$ cat src/sorted_table_insert_delete_core_defines.svh
// Assertion macros for the sorted table core.
// Depends on nothing; the including module must have i_clk and i_rst_n.
`ifndef SORTED_TABLE_INSERT_DELETE_CORE_DEFINES_SVH
`define SORTED_TABLE_INSERT_DELETE_CORE_DEFINES_SVH

// Same-cycle implication, disabled during reset.
`define STID_ASSERT_IMP(lbl, ante, cons) \
    lbl: assert property (@(posedge i_clk) disable iff (!i_rst_n) (ante) |-> (cons)) \
        else $error("sorted table core: same-cycle check failed");

// Next-cycle implication, disabled during reset.
`define STID_ASSERT_NXT(lbl, ante, cons) \
    lbl: assert property (@(posedge i_clk) disable iff (!i_rst_n) (ante) |=> (cons)) \
        else $error("sorted table core: next-cycle check failed");

`endif

$ cat src/stid_pkg.sv
// Shared types and codes for the sorted table core.
// Used by the controller, the datapath and the top level; depends on nothing.
package stid_pkg;

    localparam logic CMD_INSERT = 1'b0;
    localparam logic CMD_DELETE = 1'b1;

    localparam logic [1:0] ST_DONE      = 2'd0;
    localparam logic [1:0] ST_NOT_FOUND = 2'd1;
    localparam logic [1:0] ST_FULL      = 2'd2;

    typedef struct packed {
        logic               cmd;
        logic signed [31:0] value;
    } t_in_item;

    typedef struct packed {
        logic [1:0] status;
        logic [3:0] position;
        logic [4:0] entry_count;
    } t_out_item;

    typedef struct packed {
        logic load;
        logic rd;
        logic cmp;
        logic fin;
    } t_dp_cmd;

    typedef struct packed {
        logic is_insert;
        logic full;
        logic at_end;
    } t_dp_status;

endpackage

$ cat src/stid_datapath.sv
// Datapath of the sorted table core: entry memory, scan index, carry and result register.
// Depends on stid_pkg; driven by stid_controller.
module stid_datapath #(
    parameter int TABLE_DEPTH = 16
) (
    input  logic                  i_clk,
    input  logic                  i_rst_n,
    input  stid_pkg::t_dp_cmd     i_cmd,
    input  stid_pkg::t_in_item    i_in,
    output stid_pkg::t_dp_status  o_status,
    output stid_pkg::t_out_item   o_out
);

    localparam int IW = $clog2(TABLE_DEPTH);
    localparam int CW = $clog2(TABLE_DEPTH + 1);

    logic [31:0]        r_mem [TABLE_DEPTH];
    logic [31:0]        r_rd_data;
    logic [CW-1:0]      r_count;
    logic [CW-1:0]      n_count;
    logic [CW-1:0]      r_idx;
    logic [IW-1:0]      r_pos;
    logic               r_found;
    logic               r_op;
    logic signed [31:0] r_value;
    logic [31:0]        r_carry;
    stid_pkg::t_out_item r_out;
    stid_pkg::t_out_item n_out;

    logic          w_full;
    logic          w_insert_adv;
    logic          w_en;
    logic [IW-1:0] w_addr;
    logic [31:0]   w_data;
    logic [CW-1:0] w_idx_dec;
    logic [IW-1:0] w_res_pos;
    logic [31:0]   w_pos_ext;
    logic [31:0]   w_cnt_ext;

    assign w_full       = (r_count == CW'(TABLE_DEPTH));
    assign w_insert_adv = (r_op == stid_pkg::CMD_INSERT) && !r_found
                          && ($signed(r_rd_data) < r_value);
    assign w_idx_dec    = r_idx - CW'(1);

    assign o_status.is_insert = (r_op == stid_pkg::CMD_INSERT);
    assign o_status.full      = w_full;
    assign o_status.at_end    = (r_idx == r_count);
    assign o_out              = r_out;

    always_comb begin
        w_en   = 1'b0;
        w_addr = r_idx[IW-1:0];
        w_data = r_carry;
        if (i_cmd.cmp) begin
            if (r_op == stid_pkg::CMD_INSERT) begin
                w_en = !w_insert_adv;
            end else if (r_found) begin
                w_en   = 1'b1;
                w_addr = w_idx_dec[IW-1:0];
                w_data = r_rd_data;
            end
        end else if (i_cmd.fin) begin
            w_en = (r_op == stid_pkg::CMD_INSERT) && !w_full;
        end
    end

    always_comb begin
        n_count   = r_count;
        w_res_pos = '0;
        n_out.status = stid_pkg::ST_DONE;
        if (r_op == stid_pkg::CMD_INSERT) begin
            if (w_full) begin
                n_out.status = stid_pkg::ST_FULL;
            end else begin
                n_count   = r_count + CW'(1);
                w_res_pos = r_found ? r_pos : r_idx[IW-1:0];
            end
        end else begin
            if (r_found) begin
                n_count   = r_count - CW'(1);
                w_res_pos = r_pos;
            end else begin
                n_out.status = stid_pkg::ST_NOT_FOUND;
            end
        end
        w_pos_ext         = 32'(w_res_pos);
        w_cnt_ext         = 32'(n_count);
        n_out.position    = w_pos_ext[3:0];
        n_out.entry_count = w_cnt_ext[4:0];
    end

    always_ff @(posedge i_clk) begin
        if (w_en) begin
            r_mem[w_addr] <= w_data;
        end
        if (i_cmd.rd) begin
            r_rd_data <= r_mem[r_idx[IW-1:0]];
        end
    end

    always_ff @(posedge i_clk) begin
        if (!i_rst_n) begin
            r_count <= '0;
        end else if (i_cmd.fin) begin
            r_count <= n_count;
        end
    end

    always_ff @(posedge i_clk) begin
        if (i_cmd.load) begin
            r_op    <= i_in.cmd;
            r_value <= i_in.value;
            r_carry <= i_in.value;
            r_idx   <= '0;
            r_found <= 1'b0;
            r_pos   <= '0;
        end else if (i_cmd.cmp) begin
            r_idx <= r_idx + CW'(1);
            if (r_op == stid_pkg::CMD_INSERT) begin
                if (!w_insert_adv) begin
                    r_carry <= r_rd_data;
                    if (!r_found) begin
                        r_found <= 1'b1;
                        r_pos   <= r_idx[IW-1:0];
                    end
                end
            end else if (!r_found && (r_rd_data == r_value)) begin
                r_found <= 1'b1;
                r_pos   <= r_idx[IW-1:0];
            end
        end
        if (i_cmd.fin) begin
            r_out <= n_out;
        end
    end

endmodule

$ cat src/stid_controller.sv
// Controller of the sorted table core: sequences the scan and owns both handshakes.
// Depends on stid_pkg; drives stid_datapath.
module stid_controller (
    input  logic                  i_clk,
    input  logic                  i_rst_n,
    input  logic                  i_valid,
    output logic                  o_stall,
    output logic                  o_valid,
    input  logic                  i_stall,
    input  stid_pkg::t_dp_status  i_status,
    output stid_pkg::t_dp_cmd     o_cmd
);

    typedef enum logic [1:0] {
        S_IDLE,
        S_RD,
        S_CMP,
        S_FIN
    } t_state;

    t_state r_state;
    t_state n_state;
    logic   r_out_valid;
    logic   n_out_valid;
    logic   w_out_free;
    logic   w_stop;

    assign w_out_free = !r_out_valid || !i_stall;
    assign w_stop     = (i_status.is_insert && i_status.full) || i_status.at_end;
    assign o_stall    = (r_state != S_IDLE);
    assign o_valid    = r_out_valid;

    always_comb begin
        o_cmd.load = (r_state == S_IDLE) && i_valid;
        o_cmd.rd   = (r_state == S_RD) && !w_stop;
        o_cmd.cmp  = (r_state == S_CMP);
        o_cmd.fin  = (r_state == S_FIN) && w_out_free;

        n_state = r_state;
        case (r_state)
            S_IDLE: begin
                if (i_valid) begin
                    n_state = S_RD;
                end
            end
            S_RD: begin
                n_state = w_stop ? S_FIN : S_CMP;
            end
            S_CMP: begin
                n_state = S_RD;
            end
            S_FIN: begin
                if (w_out_free) begin
                    n_state = S_IDLE;
                end
            end
            default: begin
                n_state = S_IDLE;
            end
        endcase

        n_out_valid = r_out_valid;
        if (o_cmd.fin) begin
            n_out_valid = 1'b1;
        end else if (r_out_valid && !i_stall) begin
            n_out_valid = 1'b0;
        end
    end

    always_ff @(posedge i_clk) begin
        if (!i_rst_n) begin
            r_state     <= S_IDLE;
            r_out_valid <= 1'b0;
        end else begin
            r_state     <= n_state;
            r_out_valid <= n_out_valid;
        end
    end

endmodule

$ cat src/sorted_table_insert_delete_core.sv
// Sorted table core: one command at a time; a scan reads each entry, then compares it.
// A command is scanned over every stored entry before its finish state registers the result;
// a refused insert skips the scan. The next command can be accepted from the cycle the result turns valid.
// A command is accepted while the previous result waits; its last cycle holds until that is taken.
// Synchronous active-low reset empties the table at once; entry memory is not cleared.
// Depends on stid_pkg, stid_controller, stid_datapath and the defines header.
`include "sorted_table_insert_delete_core_defines.svh"

module sorted_table_insert_delete_core #(
    parameter int TABLE_DEPTH = 16
) (
    input  logic                 i_clk,
    input  logic                 i_rst_n,
    input  logic                 i_valid,
    output logic                 o_stall,
    input  stid_pkg::t_in_item   i_in,
    output logic                 o_valid,
    input  logic                 i_stall,
    output stid_pkg::t_out_item  o_out
);

    stid_pkg::t_dp_cmd    w_cmd;
    stid_pkg::t_dp_status w_status;
    logic                 w_res_full;
    logic                 w_res_failed;

    stid_controller u_ctrl (
        .i_clk    (i_clk),
        .i_rst_n  (i_rst_n),
        .i_valid  (i_valid),
        .o_stall  (o_stall),
        .o_valid  (o_valid),
        .i_stall  (i_stall),
        .i_status (w_status),
        .o_cmd    (w_cmd)
    );

    stid_datapath #(
        .TABLE_DEPTH (TABLE_DEPTH)
    ) u_dp (
        .i_clk    (i_clk),
        .i_rst_n  (i_rst_n),
        .i_cmd    (w_cmd),
        .i_in     (i_in),
        .o_status (w_status),
        .o_out    (o_out)
    );

    assign w_res_full   = o_valid && (o_out.status == stid_pkg::ST_FULL);
    assign w_res_failed = o_valid && (o_out.status != stid_pkg::ST_DONE);

    `STID_ASSERT_NXT(a_busy_after_accept, i_valid && !o_stall, o_stall)
    `STID_ASSERT_IMP(a_full_reports_depth, w_res_full, o_out.entry_count == 5'(TABLE_DEPTH))
    `STID_ASSERT_IMP(a_fail_zero_position, w_res_failed, o_out.position == 4'd0)

endmodule
$ cat config.mk
export PLATFORM = sky130hd
export DESIGN_NAME = sorted_table_insert_delete_core
export DESIGN_NICKNAME = d
export VERILOG_FILES = /design/src/stid_pkg.sv /design/src/stid_datapath.sv /design/src/stid_controller.sv /design/src/sorted_table_insert_delete_core.sv
export VERILOG_INCLUDE_DIRS = /design/src /design/src/src
export SDC_FILE = /design/constraint.sdc
export NUM_CORES = 1
export LEC_CHECK = 0
export ABC_AREA = 1
export BUFFER_PORTS_ARGS = -buffer_cell sky130_fd_sc_hd__buf_2
export CAP_MARGIN = 20
export CORE_AREA = 2 2 258 260
export CTS_BUF_LIST = sky130_fd_sc_hd__clkbuf_8
export CTS_CLUSTER_SIZE = 12
export DETAILED_ROUTE_END_ITERATION = 6
export DIE_AREA = 0 0 260 262
export PLACE_DENSITY = 0.65
export SYNTH_ARGS = -nofsm -noshare
export SYNTH_HDL_FRONTEND = slang
export SYNTH_SLANG_ARGS = --single-unit
$ cat constraint.sdc
create_clock -name i_clk -period 5.9 [get_ports i_clk]
set_input_delay 0.59 -clock i_clk [delete_from_list [all_inputs] [get_ports i_clk]]
set_output_delay 0.59 -clock i_clk [all_outputs]
set_load 0.02 [all_outputs]
==> impl_metrics.csv <==
group,metric,value,unit
outcome,status,"complete, no violations",
sta,fin_hold_ws,0.0685,ns
detailed_routing,drc,0,
clocking,root_buffer,"clkbuf_8",
worst_hold_path,hold_depth,1,
sta,fin_crit,4.07,ns
synthesis,synth_top_area_frac,0.719,
setup_path,critical-path-max-stage-delay,0.75,ns
cells_and_area,drive_gt1_frac,0.113,
sta,setup_viol,0,
synthesis,yosys_most_used_dff,"edfxtp_1",
global_routing,grt_pass1_vias,16500,
setup_path,critPathRequiredTime,6.30,ns
cells_and_area,final_cell_mix,"edfxtp_1, nand2_1, nor2_1, o21ai_0, inv_1",
placed_design,dpl.hpwl,37400,um
global_routing,grt-ovfl-total,0,
power,finalPower,0.0105,W
synthesis,ys_top_cells_by_area,"edfxtp_1, o21ai_0, nand2_1",
setup_path,crit_path_cell_trace,"clkinv_2 > ha_1 > nand2_1 > xor2_1 > nand2_1 > inv_1 > nand2_2 > nor2_4 > buf_4",
setup_path,r2r-start,"u_dp.r_idx[1]",
synthesis,synth_top_area_cell,"edfxtp_1",
clocking,cts_setup_buffers,0,
detailed_routing,ant_nets,0,
synthesis,syn_inst,2077,
sta,rsz0062_at_grt,"false",
clocking,htreeDepth,3,
clocking,cts_resized,0,
setup_path,crit_family,"buffers and inverters",
placed_design,routabilityCongestion,0.854,
cells_and_area,final_common_cell,"edfxtp_1",
detailed_routing,drtPass1Iterations,6,
synthesis,avgSynthCellArea,12.5,sq um
synthesis,yosysSeqAreaShare,0.733,
synthesis,yosysWarnings,0,
sta,finalMaxSlewViolations,0,
cells_and_area,instances_no_fill,3085,
floorplan,die_y,262,um
detailed_routing,vias,16900,
setup_path,start_kind,"flop",
detailed_routing,wl,63900,um
floorplan,placementRows,94,
setup_path,r2r_setup_slack,1.83,ns
synthesis,synth_cell_type_count,39,
placed_design,portBuffers,49,
sta,fin_skew,0.0421,ns
setup_path,worstPathArrival,4.46,ns
placed_design,dp.cells,2900,
sta,slew_headroom,0.276,
global_routing,grt_max_degree,107,
floorplan,die_w,260,um
power,irDropWorstVdd,196,uV
global_routing,track_usage,0.189,
setup_path,critical_path_class,"flop to flop",
detailed_routing,drt-initial-drc-count,1957,
setup_path,path_buf_inv,3,
clocking,clk_pin_slew_worst_paths,0.06,ns
sta,period_share,0.689,
clocking,cts_sinks,638,
detailed_routing,wl_per_cell,20.7,um
synthesis,synth_nets,2150,
clocking,cts_buffers,99,
cells_and_area,fillers,5759,
power,power_density,360,nW/um^2
sta,tightestPinTransition,1.09,ns
synthesis,synth-edff-count,620,
sta,fin_tns_setup,0,ns
setup_path,reg2regPathDepth,9,
cells_and_area,nNetsFinal,2213,
clocking,cts.path.max_buffers,3,
global_routing,grt_pass1_wl,97400,um
sta,fin_ws,1.83,ns
floorplan,initial_core_util,0.397,
worst_hold_path,hold_path.class,"input port to flop",
setup_path,path_max_fanout,53,
worst_hold_path,hold_path_end,"u_dp.r_value[15]",
floorplan,core_area,65300,sq um
power,p_leak,10.2,nW
setup_path,cp_slowest_cell,"dfxtp_4",
flow_run,max-cap-violations,0,
synthesis,ys_ff_latch,638,
sta,max_freq,246,MHz
cells_and_area,syn_to_final_growth,12.2,%
synthesis,async_flop_share,0,
placed_design,dp_slack,1.68,ns
floorplan,pin_count,50,
setup_path,reg2reg_to,"u_dp.r_mem[12][27]",
setup_path,cpMostUsedCell,"nand2_1",
clocking,worstSkewPairLatency,0.72,ns
worst_hold_path,hold_path_startpoint,"i_in[15]",
global_routing,antenna_found_initial,5,
synthesis,syn_area,25900,sq um
setup_path,worstSetupEndpointType,"flop",
clocking,cts_tree,"done",
floorplan,die_area,68100,sq um
sta,hold_viol,0,
detailed_routing,vias_per_cell,5.47,
clocking,cts_hold_buf,0,
[cell type report]
class                           instances  area [sq um]  area share
Sequential cell                       638         19000       0.653
Multi-Input combinational cell       1232          6230       0.214
Clock buffer                          102          1400      0.0483
Tap cell                              864          1080      0.0372
Timing Repair Buffer                   80           644      0.0222
Clock inverter                         79           373      0.0128
Inverter                               89           340      0.0117
Antenna cell                            1          2.50   0.0000861
[flip-flops by register name, summed over array words and instances, names as in the netlist]
| signal | count |
|---|---|
| u_dp.r_idx | 5 |
| u_dp.r_count | 5 |
| u_ctrl.o_valid | 1 |
| u_dp.r_op | 1 |
| u_dp.r_carry | 32 |
| u_dp.r_found | 1 |
| u_dp.r_pos | 4 |
| u_dp.r_mem | 512 |
| u_dp.r_value | 32 |
| u_dp.r_rd_data | 32 |
| u_dp.o_out | 11 |
| u_ctrl.r_state | 2 |
[synthesized netlist by cell type (6+ instances only)]
cell,instances
clkbuf_1,82
buf_2,27
nor3_1,6
o221ai_1,52
dfxtp_1,18
inv_1,82
edfxtp_1,620
o211ai_1,13
nand2_1,335
a21oi_1,21
o22ai_1,78
nor2_1,308
ha_1,36
o21ai_0,276
nand3_1,59
nand2_2,8
xor2_1,7
buf_1,7
[layer usage]
layer  part of all wire  up-vias  global-route usage
li1                   -     7655                   -
met2               0.46      771               0.293
met4              0.021        4              0.0651
met1               0.43     8346               0.267
met5            0.00042        -                   0
met3              0.090       99              0.0362
[logic make-up (layout without fill, tap and decap cells)]
logic type                 Yosys count  in the layout  synth area share
adders and majority gates           36             36            0.0174
DFF                                638            638             0.733
and+or+nand+nor                    734            734             0.114
AOI/OAI and AO/OA                  454            454             0.102
other                                0              1                 0
xor gates and xnor gates             8              8           0.00271
buffers and inverters              207            350            0.0316
[where the power goes]
part | internal [W] | total, W | switching (W)
clock | 0.00165 | 0.00336 | 0.00170
sequential | 0.00530 | 0.00542 | 0.000116
combinational | 0.000418 | 0.00168 | 0.00126
[through the flow]
step / util / area [sq um]
after floorplan: - / 25900
after CTS: 0.444 / 29000
after detailed placement: 0.417 / 27200
after global routing: 0.445 / 29100
final: 0.445 / 29100
after global placement: 0.414 / 27000
[worst max path at each step]
stage                              from                 end  cells after the start
final                     u_dp.r_idx[1]  u_dp.r_mem[12][27]                      9
after global placement    u_dp.r_idx[1]  u_dp.r_mem[15][17]                     10
after CTS                 u_dp.r_idx[1]  u_dp.r_mem[15][31]                     10
after detailed placement  u_dp.r_idx[1]  u_dp.r_mem[15][31]                     10
after floorplan           u_dp.r_idx[0]    u_dp.r_mem[4][0]                     11
after global routing      u_dp.r_idx[1]  u_dp.r_mem[12][29]                      9
Power figures use the tool's default switching activity.
